<file path="src/rtl/ppmr_pkg.sv">
// ----------------------------------------------------------------------------
// ppmr_pkg
// Types, register codes and arithmetic helpers for the PPM face reconstruction.
// ----------------------------------------------------------------------------
package ppmr_pkg;

	localparam int VAL_W     = 32;
	localparam int CNT_W     = 12;
	localparam int DIFF_W    = 33;
	localparam int SLOPE_W   = 36;
	localparam int FACE_W    = 40;
	localparam int WIDE_W    = 44;
	localparam int UBIAS_W   = 34;
	localparam int CFG_IDX_W = 1;
	localparam int CFG_DAT_W = 1;

	typedef logic signed [VAL_W-1:0]   val_t;
	typedef logic [CNT_W-1:0]          cnt_t;
	typedef logic signed [DIFF_W-1:0]  diff_t;
	typedef logic signed [SLOPE_W-1:0] slope_t;
	typedef logic signed [FACE_W-1:0]  face_t;
	typedef logic signed [WIDE_W-1:0]  wide_t;
	typedef logic [UBIAS_W-1:0]        ubias_t;

	typedef enum logic [CFG_IDX_W-1:0] {
		REG_SLOPE_CORR = 1'b0,
		REG_MONO_LIM   = 1'b1
	} reg_idx_t;

	// five-cell window, c0 oldest
	typedef struct packed {
		val_t c0;
		val_t c1;
		val_t c2;
		val_t c3;
		val_t c4;
	} win_t;

	// travels with each stage
	typedef struct packed {
		logic valid;
		cnt_t cell_number;
	} tag_t;

	typedef struct packed {
		logic slope_corr;
		logic mono_lim;
	} cfg_t;

	typedef struct packed {
		logic [15:0] q;
		logic [1:0]  r;
	} div3_t;

	// Doubled theta=2 minmod slope: minmod(4*minmod(a,b), a+b)
	function automatic slope_t slope2(input diff_t a, input diff_t b);
		slope_t ae;
		slope_t be;
		slope_t am;
		slope_t bm;
		slope_t m;
		slope_t c;
		slope_t mm;
		slope_t cm;
		ae = SLOPE_W'(a);
		be = SLOPE_W'(b);
		am = (ae < 0) ? -ae : ae;
		bm = (be < 0) ? -be : be;
		m  = (am < bm) ? ae : be;
		m  = m <<< 2;
		c  = ae + be;
		mm = (m < 0) ? -m : m;
		cm = (c < 0) ? -c : c;
		if (a == '0 || b == '0 || a[DIFF_W-1] != b[DIFF_W-1])
			return '0;
		return (mm < cm) ? m : c;
	endfunction

	// floor(x/3) for x < 3*2^16: reciprocal multiply, then up to two corrections
	function automatic div3_t div3(input logic [17:0] x);
		logic [32:0] prod;
		logic [16:0] q0;
		logic [18:0] r0;
		div3_t       res;
		prod = {15'd0, x} * 33'd21845;
		q0   = prod[32:16];
		r0   = {1'b0, x} - ({2'b00, q0} * 19'd3);
		if (r0 >= 19'd3) begin
			q0 = q0 + 17'd1;
			r0 = r0 - 19'd3;
		end
		if (r0 >= 19'd3) begin
			q0 = q0 + 17'd1;
			r0 = r0 - 19'd3;
		end
		res.q = q0[15:0];
		res.r = r0[1:0];
		return res;
	endfunction

endpackage

</file>
<file path="src/rtl/ppmr_window.sv">
// ----------------------------------------------------------------------------
// ppmr_window
// Sample window and row position; registers the five-cell window (stage 1).
// ----------------------------------------------------------------------------
module ppmr_window #(
	parameter int ROW_CELLS = 64
) (
	input  logic            clk,
	input  logic            arst_n,
	input  logic            en,
	input  logic            take,
	input  ppmr_pkg::val_t  cell_value,
	input  logic            row_end,
	output ppmr_pkg::win_t  win_s1,
	output ppmr_pkg::tag_t  tag_s1,
	output ppmr_pkg::cnt_t  row_pos
);
	import ppmr_pkg::*;

	val_t window_q [4];
	cnt_t cnt_q;
	logic last;

	assign last    = row_end || (cnt_q >= CNT_W'(ROW_CELLS - 1));
	assign row_pos = cnt_q;

	always_ff @(posedge clk or negedge arst_n) begin
		if (!arst_n) begin
			cnt_q  <= '0;
			tag_s1 <= '0;
			for (int k = 0; k < 4; k++) begin
				window_q[k] <= '0;
			end
		end else begin
			if (en) begin
				tag_s1.valid       <= take && (cnt_q >= CNT_W'(4));
				tag_s1.cell_number <= cnt_q - CNT_W'(2);
			end
			if (take) begin
				window_q[0] <= window_q[1];
				window_q[1] <= window_q[2];
				window_q[2] <= window_q[3];
				window_q[3] <= cell_value;
				cnt_q       <= last ? '0 : cnt_q + CNT_W'(1);
			end
		end
	end

	always_ff @(posedge clk) begin
		if (en) begin
			win_s1 <= '{c0: window_q[0], c1: window_q[1], c2: window_q[2],
				c3: window_q[3], c4: cell_value};
		end
	end

endmodule

</file>
<file path="config.mk">
export PLATFORM = sky130hd
export DESIGN_NAME = ppmr_window
export DESIGN_NICKNAME = d
export VERILOG_FILES = /design/src/rtl/ppmr_pkg.sv /design/src/rtl/ppmr_window.sv
export SDC_FILE = /design/constraint.sdc
export NUM_CORES = 1
export LEC_CHECK = 0
export BUFFER_PORTS_ARGS = -buffer_cell sky130_fd_sc_hd__buf_2
export CAP_MARGIN = 20
export CORE_MARGIN = 3
export CORE_UTILIZATION = 30
export CTS_BUF_LIST = sky130_fd_sc_hd__clkbuf_16
export DETAILED_ROUTE_END_ITERATION = 10
export PLACE_DENSITY_LB_ADDON = 0.1
export SYNTH_ARGS = -nofsm -noshare
export SYNTH_HDL_FRONTEND = slang
export SYNTH_SLANG_ARGS = --single-unit
</file>
<file path="constraint.sdc">
create_clock -name clk -period 2.04 [get_ports clk]
set_clock_uncertainty 0.15 [all_clocks]
set_input_delay 0.204 -clock clk [delete_from_list [all_inputs] [get_ports clk]]
set_output_delay 0.204 -clock clk [all_outputs]
set_load 0.02 [all_outputs]
</file>
==> flow_summary.ini <==
[global_route]
grt_pass1_vias = 6193
grt_pass1_wl_mm = 35.5
grt_antenna_before_repair = 0
overflow = 0
grt_usage_pct = 11.6
grt_max_degree = 49

[yosys]
yosysUniqueCellTypes = 37
synth_xor_xnor_area_share_pct = 0.812
synth_seq_cells = 313
syn_area_um2 = 10800
synth_adder_area_share_pct = 0.464
synth_top_area_cell = edfxtp_1
synth_edf_count = 160
synth_top_family_by_area = multiplexers
synthTopCellsByArea = edfxtp_1 45%, dfrtp_1 36%, mux2_2 14%
yosys.area_share.simple_pct = 2.26
synth_mux_area_share_pct = 13.9
async_flop_share_pct = 48.9
yosysWarnings = 0
synth_area_per_cell_um2 = 19.5
synthCells = 554
syn-num-nets = 595
yosysSeqAreaShare_pct = 80.1
synth_most_common_cell = edfxtp_1
synth_compound_area_share_pct = 1.17
synth_common_cells = 160 x edfxtp_1, 153 x dfrtp_1, 131 x mux2_2
synth_top_area_share_pct = 44.6
synth_flop_cell = edfxtp_1

[critical_path]
critPathRequiredTime_ns = 2.27
start_kind = flip-flop
crit_type = flip-flop to flip-flop
reg2reg_depth = 5
cp.arrival_ns = 2.10
path_cells = ha_1 > nand2_1 > o211ai_1 > and2_1 > nor2_1
crit_slowest_cell = dfrtp_1
end_kind = flip-flop
cp_max_fo = 6
slowest_delay_ns = 0.46

[min_path]
hold_path_class = input port to async pin

[clocking]
cts_buffer_depth = 3
cts_setup_buffers = 0
postCtsHoldBufs = 35
cts_sinks = 313
path_clk_slew_ns = 0.06
cts_buffers = 35
cts_tree = built
clock_latency_ns = 0.51
htree_num_levels = 2
root_buffer = clkbuf_16
ctsResizeCount = 0

[placement]
dpl.hpwl_mm = 15.0
placed_cells = 1245
io_buffers = 221
gp_congestion = 0.799

[floorplan]
boundaryPins = 222
core_um2 = 35000
die_h_um = 196
rows = 68
initial_core_util_pct = 30.8
die_width_um = 196
die-area_um2 = 38200

[drt]
postRouteAntennaNets = 0
routed_wl_mm = 22.3
drcViolationCount = 0
vias = 5745
wl_per_cell_um = 16.6
drt_iter0_drc = 211
via_per_inst = 4.28
drt_pass1_iterations = 4

[sta]
final_hold_viol_count = 0
period_share_pct = 91.8
fin_crit_ns = 1.87
setup_violations = 0
timing.setup.tns_ns = 0
finalMaxSlewViolations = 0
tightest_slew_ns = 0.570
maxSlewHeadroom_pct = 62.0
timing.fmax_ghz = 0.534
rsz0062_at_grt = false

[power]
p_leak_nw = 6.01
worst_ir_drop_vdd_uv = 575
power_density_nw_per_um2 = 1130

[cells_and_area]
drive_gt1_share_pct = 49.5
antenna-diode-count = 0
layout.cells.non_filler = 1343
nNetsFinal = 903
syn2layout_area_growth_pct = 31.8
fillerInstances = 3247

[run]
max-cap-violations = 0

[outcome]
outcome = completed
metal layers:
metal	GRT usage (%)	routed length, um	up-vias
met4	3.56	483	0
met2	18.2	10600	176
met5	0	0	-
met1	15.1	9510	2857
met3	4.09	1760	35
li1	-	-	2677
path summary, 6_finish.rpt:
| kind | slack [ns] | end | from |
|---|---|---|---|
| max reg2reg | 0.17 | row_pos[3] | row_pos[1] |
| max in group asynchronous | 1.00 | window_q[28] | arst_n |
| max | 0.17 | row_pos[3] | row_pos[1] |
| min in group clk | 0.07 | row_pos[9] | row_end |
| min | 0.07 | window_q[80] | arst_n |
| min reg2reg | 0.29 | win_s1[158] | window_q[126] |
area by class of cell:
| cell class | instances | area (um2) | area share, % |
|---|---|---|---|
| Clock buffer | 36 | 901 | 6.34 |
| Clock inverter | 27 | 233 | 1.64 |
| Inverter | 5 | 18.8 | 0.132 |
| Multi-Input combinational cell | 215 | 2000 | 14.1 |
| Sequential cell | 313 | 8630 | 60.8 |
| Tap cell | 455 | 569 | 4.01 |
| Timing Repair Buffer | 292 | 1850 | 13.0 |
state kept, by name, indices dropped and copies added (netlist names):
name / count
row_pos: 12
tag_s1: 13
window_q: 128
win_s1: 160
power breakdown:
part	total, mW	switching (mW)	internal [mW]	leakage (nW)
logic	1.92	1.11	0.815	2.04
registers	8.06	0.417	7.64	3.38
clock network	6.12	2.41	3.71	0.595
total	16.1	3.94	12.2	6.01
placed cells by master (no fill, tap or decap), drive strengths merged, types with 2 or more instances in the layout:
cell	netlist	final
buf	14	257
nand3b	2	2
xnor2	3	3
nor2	20	20
o2bb2ai	2	2
a21oi	10	10
mux2	131	131
nand3	3	3
a31oi	3	3
clkbuf	7	36
clkinv	0	13
nor3	4	4
nor4	2	2
and3	3	3
nand2	6	6
bufinv	0	4
inv	5	15
dfrtp	153	153
xor2	7	7
ha	4	4
o21ai	2	2
dlygate4sd3	0	35
edfxtp	160	160
mux2i	2	2
worst max-delay path, delay by kind of cell, from the launching register on:
family	cells	cell delay (ns)
compound gates	1	0.40
flops	1	0.46
fa+ha+maj	1	0.26
simple gates	3	0.48
cell families after synthesis:
logic type,Yosys count
compound gates,21
xor+xnor,10
fa+ha+maj,4
buf+inv,26
flops,313
mux,133
simple gates,47
stage by stage:
stage / power, mW / util (%) / setup slack (ns) / cell area (um2) / hold WS (ns)
floorplan: 9.19 / - / 0.239 / 10800 / -0.242
global route: 16.9 / 40.6 / 0.0642 / 14200 / 0.0665
detailed placement: 10.1 / 36.4 / 0.204 / 12700 / 0.0591
finish: 16.1 / 40.6 / 0.167 / 14200 / 0.0663
CTS: 16.4 / 40.6 / 0.189 / 14200 / 0.0312
global placement: 10.1 / 36.4 / 0.282 / 12700 / 0.0613
(Power assumes the default switching activity.)
