**config.mk**
```make
export PLATFORM = sky130hd
export DESIGN_NAME = ppmr_face
export DESIGN_NICKNAME = d
export VERILOG_FILES = /design/src/rtl/ppmr_pkg.sv /design/src/rtl/ppmr_face.sv
export SDC_FILE = /design/constraint.sdc
export NUM_CORES = 2
export LEC_CHECK = 0
export BUFFER_PORTS_ARGS = -buffer_cell sky130_fd_sc_hd__buf_4
export CORE_AREA = 2 2 319 321
export DETAILED_ROUTE_END_ITERATION = 8
export DIE_AREA = 0 0 321 323
export GPL_TIMING_DRIVEN = 0
export PLACE_DENSITY_LB_ADDON = 0.2
export REMOVE_ABC_BUFFERS = 1
export SLEW_MARGIN = 20
export SYNTH_ARGS = -nofsm -noshare
export SYNTH_HDL_FRONTEND = slang
export SYNTH_SLANG_ARGS = --single-unit
```
**constraint.sdc**
```tcl
create_clock -name clk -period 2.4 [get_ports clk]
set_clock_uncertainty 0.15 [all_clocks]
set_input_delay 0.24 -clock clk [delete_from_list [all_inputs] [get_ports clk]]
set_output_delay 0.24 -clock clk [all_outputs]
set_load 0.02 [all_outputs]
```
**src/rtl/ppmr_pkg.sv**
```systemverilog
// ----------------------------------------------------------------------------
// ppmr_pkg
// Types, register codes and arithmetic helpers for the PPM face reconstruction.
// ----------------------------------------------------------------------------
package ppmr_pkg;

	localparam int VAL_W     = 32;
	localparam int CNT_W     = 12;
	localparam int DIFF_W    = 33;
	localparam int SLOPE_W   = 36;
	localparam int FACE_W    = 40;
	localparam int WIDE_W    = 44;
	localparam int UBIAS_W   = 34;
	localparam int CFG_IDX_W = 1;
	localparam int CFG_DAT_W = 1;

	typedef logic signed [VAL_W-1:0]   val_t;
	typedef logic [CNT_W-1:0]          cnt_t;
	typedef logic signed [DIFF_W-1:0]  diff_t;
	typedef logic signed [SLOPE_W-1:0] slope_t;
	typedef logic signed [FACE_W-1:0]  face_t;
	typedef logic signed [WIDE_W-1:0]  wide_t;
	typedef logic [UBIAS_W-1:0]        ubias_t;

	typedef enum logic [CFG_IDX_W-1:0] {
		REG_SLOPE_CORR = 1'b0,
		REG_MONO_LIM   = 1'b1
	} reg_idx_t;

	// five-cell window, c0 oldest
	typedef struct packed {
		val_t c0;
		val_t c1;
		val_t c2;
		val_t c3;
		val_t c4;
	} win_t;

	// travels with each stage
	typedef struct packed {
		logic valid;
		cnt_t cell_number;
	} tag_t;

	typedef struct packed {
		logic slope_corr;
		logic mono_lim;
	} cfg_t;

	typedef struct packed {
		logic [15:0] q;
		logic [1:0]  r;
	} div3_t;

	// Doubled theta=2 minmod slope: minmod(4*minmod(a,b), a+b)
	function automatic slope_t slope2(input diff_t a, input diff_t b);
		slope_t ae;
		slope_t be;
		slope_t am;
		slope_t bm;
		slope_t m;
		slope_t c;
		slope_t mm;
		slope_t cm;
		ae = SLOPE_W'(a);
		be = SLOPE_W'(b);
		am = (ae < 0) ? -ae : ae;
		bm = (be < 0) ? -be : be;
		m  = (am < bm) ? ae : be;
		m  = m <<< 2;
		c  = ae + be;
		mm = (m < 0) ? -m : m;
		cm = (c < 0) ? -c : c;
		if (a == '0 || b == '0 || a[DIFF_W-1] != b[DIFF_W-1])
			return '0;
		return (mm < cm) ? m : c;
	endfunction

	// floor(x/3) for x < 3*2^16: reciprocal multiply, then up to two corrections
	function automatic div3_t div3(input logic [17:0] x);
		logic [32:0] prod;
		logic [16:0] q0;
		logic [18:0] r0;
		div3_t       res;
		prod = {15'd0, x} * 33'd21845;
		q0   = prod[32:16];
		r0   = {1'b0, x} - ({2'b00, q0} * 19'd3);
		if (r0 >= 19'd3) begin
			q0 = q0 + 17'd1;
			r0 = r0 - 19'd3;
		end
		if (r0 >= 19'd3) begin
			q0 = q0 + 17'd1;
			r0 = r0 - 19'd3;
		end
		res.q = q0[15:0];
		res.r = r0[1:0];
		return res;
	endfunction

endpackage

```
**src/rtl/ppmr_face.sv**
```systemverilog
// ----------------------------------------------------------------------------
// ppmr_face
// Limited slopes and raw face values in 1/12 LSB units (stage 2).
// ----------------------------------------------------------------------------
module ppmr_face (
	input  logic            clk,
	input  logic            arst_n,
	input  logic            en,
	input  logic            slope_corr,
	input  ppmr_pkg::win_t  win_s1,
	input  ppmr_pkg::tag_t  tag_s1,
	output ppmr_pkg::face_t lf_s2,
	output ppmr_pkg::face_t rf_s2,
	output ppmr_pkg::face_t ctr_s2,
	output ppmr_pkg::tag_t  tag_s2
);
	import ppmr_pkg::*;

	diff_t  d10;
	diff_t  d21;
	diff_t  d32;
	diff_t  d43;
	slope_t s1;
	slope_t s2;
	slope_t s3;
	face_t  lf;
	face_t  rf;
	face_t  ctr;

	always_comb begin
		d10 = DIFF_W'(win_s1.c1) - DIFF_W'(win_s1.c0);
		d21 = DIFF_W'(win_s1.c2) - DIFF_W'(win_s1.c1);
		d32 = DIFF_W'(win_s1.c3) - DIFF_W'(win_s1.c2);
		d43 = DIFF_W'(win_s1.c4) - DIFF_W'(win_s1.c3);
		s1  = slope2(d21, d10);
		s2  = slope2(d32, d21);
		s3  = slope2(d43, d32);
		ctr = FACE_W'(win_s1.c2) * 40'sd12;
		lf  = (FACE_W'(win_s1.c1) + FACE_W'(win_s1.c2)) * 40'sd6;
		rf  = (FACE_W'(win_s1.c2) + FACE_W'(win_s1.c3)) * 40'sd6;
		if (slope_corr) begin
			lf = lf + FACE_W'(s1) - FACE_W'(s2);
			rf = rf + FACE_W'(s2) - FACE_W'(s3);
		end
	end

	always_ff @(posedge clk or negedge arst_n) begin
		if (!arst_n) begin
			tag_s2 <= '0;
		end else if (en) begin
			tag_s2 <= tag_s1;
		end
	end

	always_ff @(posedge clk) begin
		if (en) begin
			lf_s2  <= lf;
			rf_s2  <= rf;
			ctr_s2 <= ctr;
		end
	end

endmodule

```
==> summary.txt <==
Status
  – Status: finished, violations left
  – Failing checks: negative setup slack

Timing
  – Min Tclk post-route: 15.41 ns
  – Setup WS post-layout: -13.01 ns
  – Max Clock Freq: 64.9 MHz
  – Slew headroom: 10.6%
  – RSZ-0062 raised after global routing: yes
  – Endpoints failing setup: 100
  – Fin crit share: 642%
  – Least-Margin Pin Slew: 1.34 ns
  – Final hold vios: 0
  – Slew Viols, Final: 0

Worst setup path
  – CP Launch Type: input port
  – Worst EP arrival: 15.48 ns
  – Capturing element type of the critical path: register
  – FF-to-FF setup slack: 1.48 ns
  – Slowest CP cell: or4_4
  – Crit path largest cell delay: 0.57 ns
  – Buf/Inv on CP: 14
  – WS Path Type: in2reg
  – Worst Path Max Fanout: 8
  – Crit path required time: 2.47 ns
  – CP top delay family: compound AO/OA/AOI/OAI gates

Route
  – Routed wire length per instance: 22.4 um
  – Vias per cell: 5.97
  – Via count: 46600
  – Total wire length: 175000 um
  – Iter 0 DRT Violations: 3804
  – Routed Antenna Nets: 0
  – DRC: 0
  – DR pass1 iterations: 8

Clock network
  – Root Buffer: clkbuf_16
  – Htree depth: 4
  – Clk_lat worst skew: 0.52 ns
  – Clk buf depth: 2
  – Clock transition at path regs: 0.07 ns
  – CTS tree: built
  – Num CTS Buffers: 17
  – CTS Sinks: 126

GRT
  – Number of global-route vias before repair: 43000
  – Maximum number of pins on one net before global-route repair: 135
  – Global route overflow: 0
  – Global Route Usage Sum: 32.1%
  – First-pass GRT wire length: 258000 um
  – Initial antenna violation count: 2

Synth
  – Yosys top cell by area: ha_1
  – Top_reg_cell synth: edfxtp_1
  – Synth top area cells: ha_1 22%, xnor2_1 8.6%, edfxtp_1 7.6%
  – Yosys cell types: 107
  – Synth top area share: 21.6%
  – Most frequent cells after synthesis: 774 x ha_1, 557 x inv_1, 499 x nor2_1
  – Yosys reg bits: 126
  – Seq/Total Area, Yosys: 8.30%
  – Post-synth ARST share: 10.3%
  – Mapped Cells: 5982
  – Synth warnings: 0
  – Most instantiated library cell after synthesis: ha_1
  – Synthesized area per cell: 7.49 um2
  – Post-synthesis cell area: 0.0448 mm2
  – Number of flops mapped to enable cells by yosys: 113

Place
  – Cell Area, Placed: 0.0490 mm2
  – Hpwl dp: 140000 um
  – RD Place Congestion: 0.958
  – Input/output buffers: 307

Finish
  – Area growth, synth to finish: 23.4%
  – Finished Core Util: 54.9%
  – Fin area: 0.0553 mm2
  – Area of the multi-input gates: 0.0416 mm2
  – # nets final: 7500
  – Reg area: 0.00372 mm2
  – ANT cells: 0
  – Filler instances: 9663
  – Share of cells above drive strength 1: 18.9%

Floorplanning
  – Site Rows: 117
  – Core Area: 0.101 mm2
  – Die area: 0.104 mm2
  – Num ports: 310
  – Die height: 323 um
  – Initial cell density of the core: 44.5%
  – Die width: 321 um

Min path
  – Hold/Removal Path Class: in2reg

Job
  – Max-cap violations: 0
## cells in the final DEF, fill, tap and decap left out, drive strengths merged, types with 138 or more instances in the layout
cell type,n
o21ai,389
nand2,402
nor3,170
buf,591
xor2,235
inv,556
a21oi,473
a21o,138
ha,774
xnor2,443
nor2,500
## stage by stage
stage	TNS, ns	hold WS, ns	setup slack [ns]	instances
6_report	-890.94	0.00919	-13.01	7796
5_1_grt	-922.27	0.0392	-13.36	7796
4_1_cts	-888.71	0.0152	-13.00	7660
3_5_place_dp	-1337.35	-0.0511	-18.86	7487
3_3_place_gp	-2065.14	-0.0509	-28.05	7447
2_1_floorplan	-1211.80	-0.206	-16.89	5831
## sequential cells by signal (all words and copies together) (netlist names)
signal / flops
rf_s2: 39
ctr_s2: 35
tag_s2: 13
lf_s2: 39
## final timing paths
kind / start / end / cells after the start
setup / recovery: win_s1[96] / lf_s2[31] / 77
hold / removal: en / ctr_s2[15] / 1
setup reg to reg: tag_s2[5] / tag_s2[5] / 1
hold reg to reg: tag_s2[11] / tag_s2[11] / 1
max in group asynchronous: arst_n / tag_s2[11] / 3
min in group asynchronous: arst_n / tag_s2[8] / 3
## final cells by class
class,count,area share (%)
sequential,126,6.73
timing repair inverter,3,0.0475
inverter,560,3.89
clock inverter,14,0.308
clock buffer,17,0.770
multi-input combinational,5147,75.3
timing repair buffer,620,10.0
tap,1309,2.96
## logic make-up after synthesis
logic type,count (synthesis),share of synthesized area (%)
other cells,2,0.0168
compound gates,1612,23.1
buf+inv,734,6.43
simple gates,1814,20.1
xor+xnor,678,13.3
mux,168,3.88
fa+ha+maj,848,24.9
flops,126,8.30
## repair_timing
item                       in CTS  in global routing
buffers inserted              116                130
pin swaps                     138                234
resized for setup             462                292
hold buffers                   17                  2
setup endpoints to repair     104                105
hold endpoints to repair       29                  2
cloned                          9                  5
## layer usage
| layer | vias to the layer above | global-route usage (%) | routed length (um) | share of wire (%) |
|---|---|---|---|---|
| met5 | - | 0 | 13 | 0.0074 |
| met4 | 2 | 10.7 | 6870 | 3.9 |
| met3 | 273 | 4.50 | 11600 | 6.6 |
| met2 | 1561 | 53.4 | 80000 | 46 |
| met1 | 22300 | 42.5 | 76400 | 44 |
| li1 | 22400 | - | - | - |
Power is left out: the tool's default activity adds up to more than one toggle a clock period on the data nets, which glitch-free logic cannot reach.
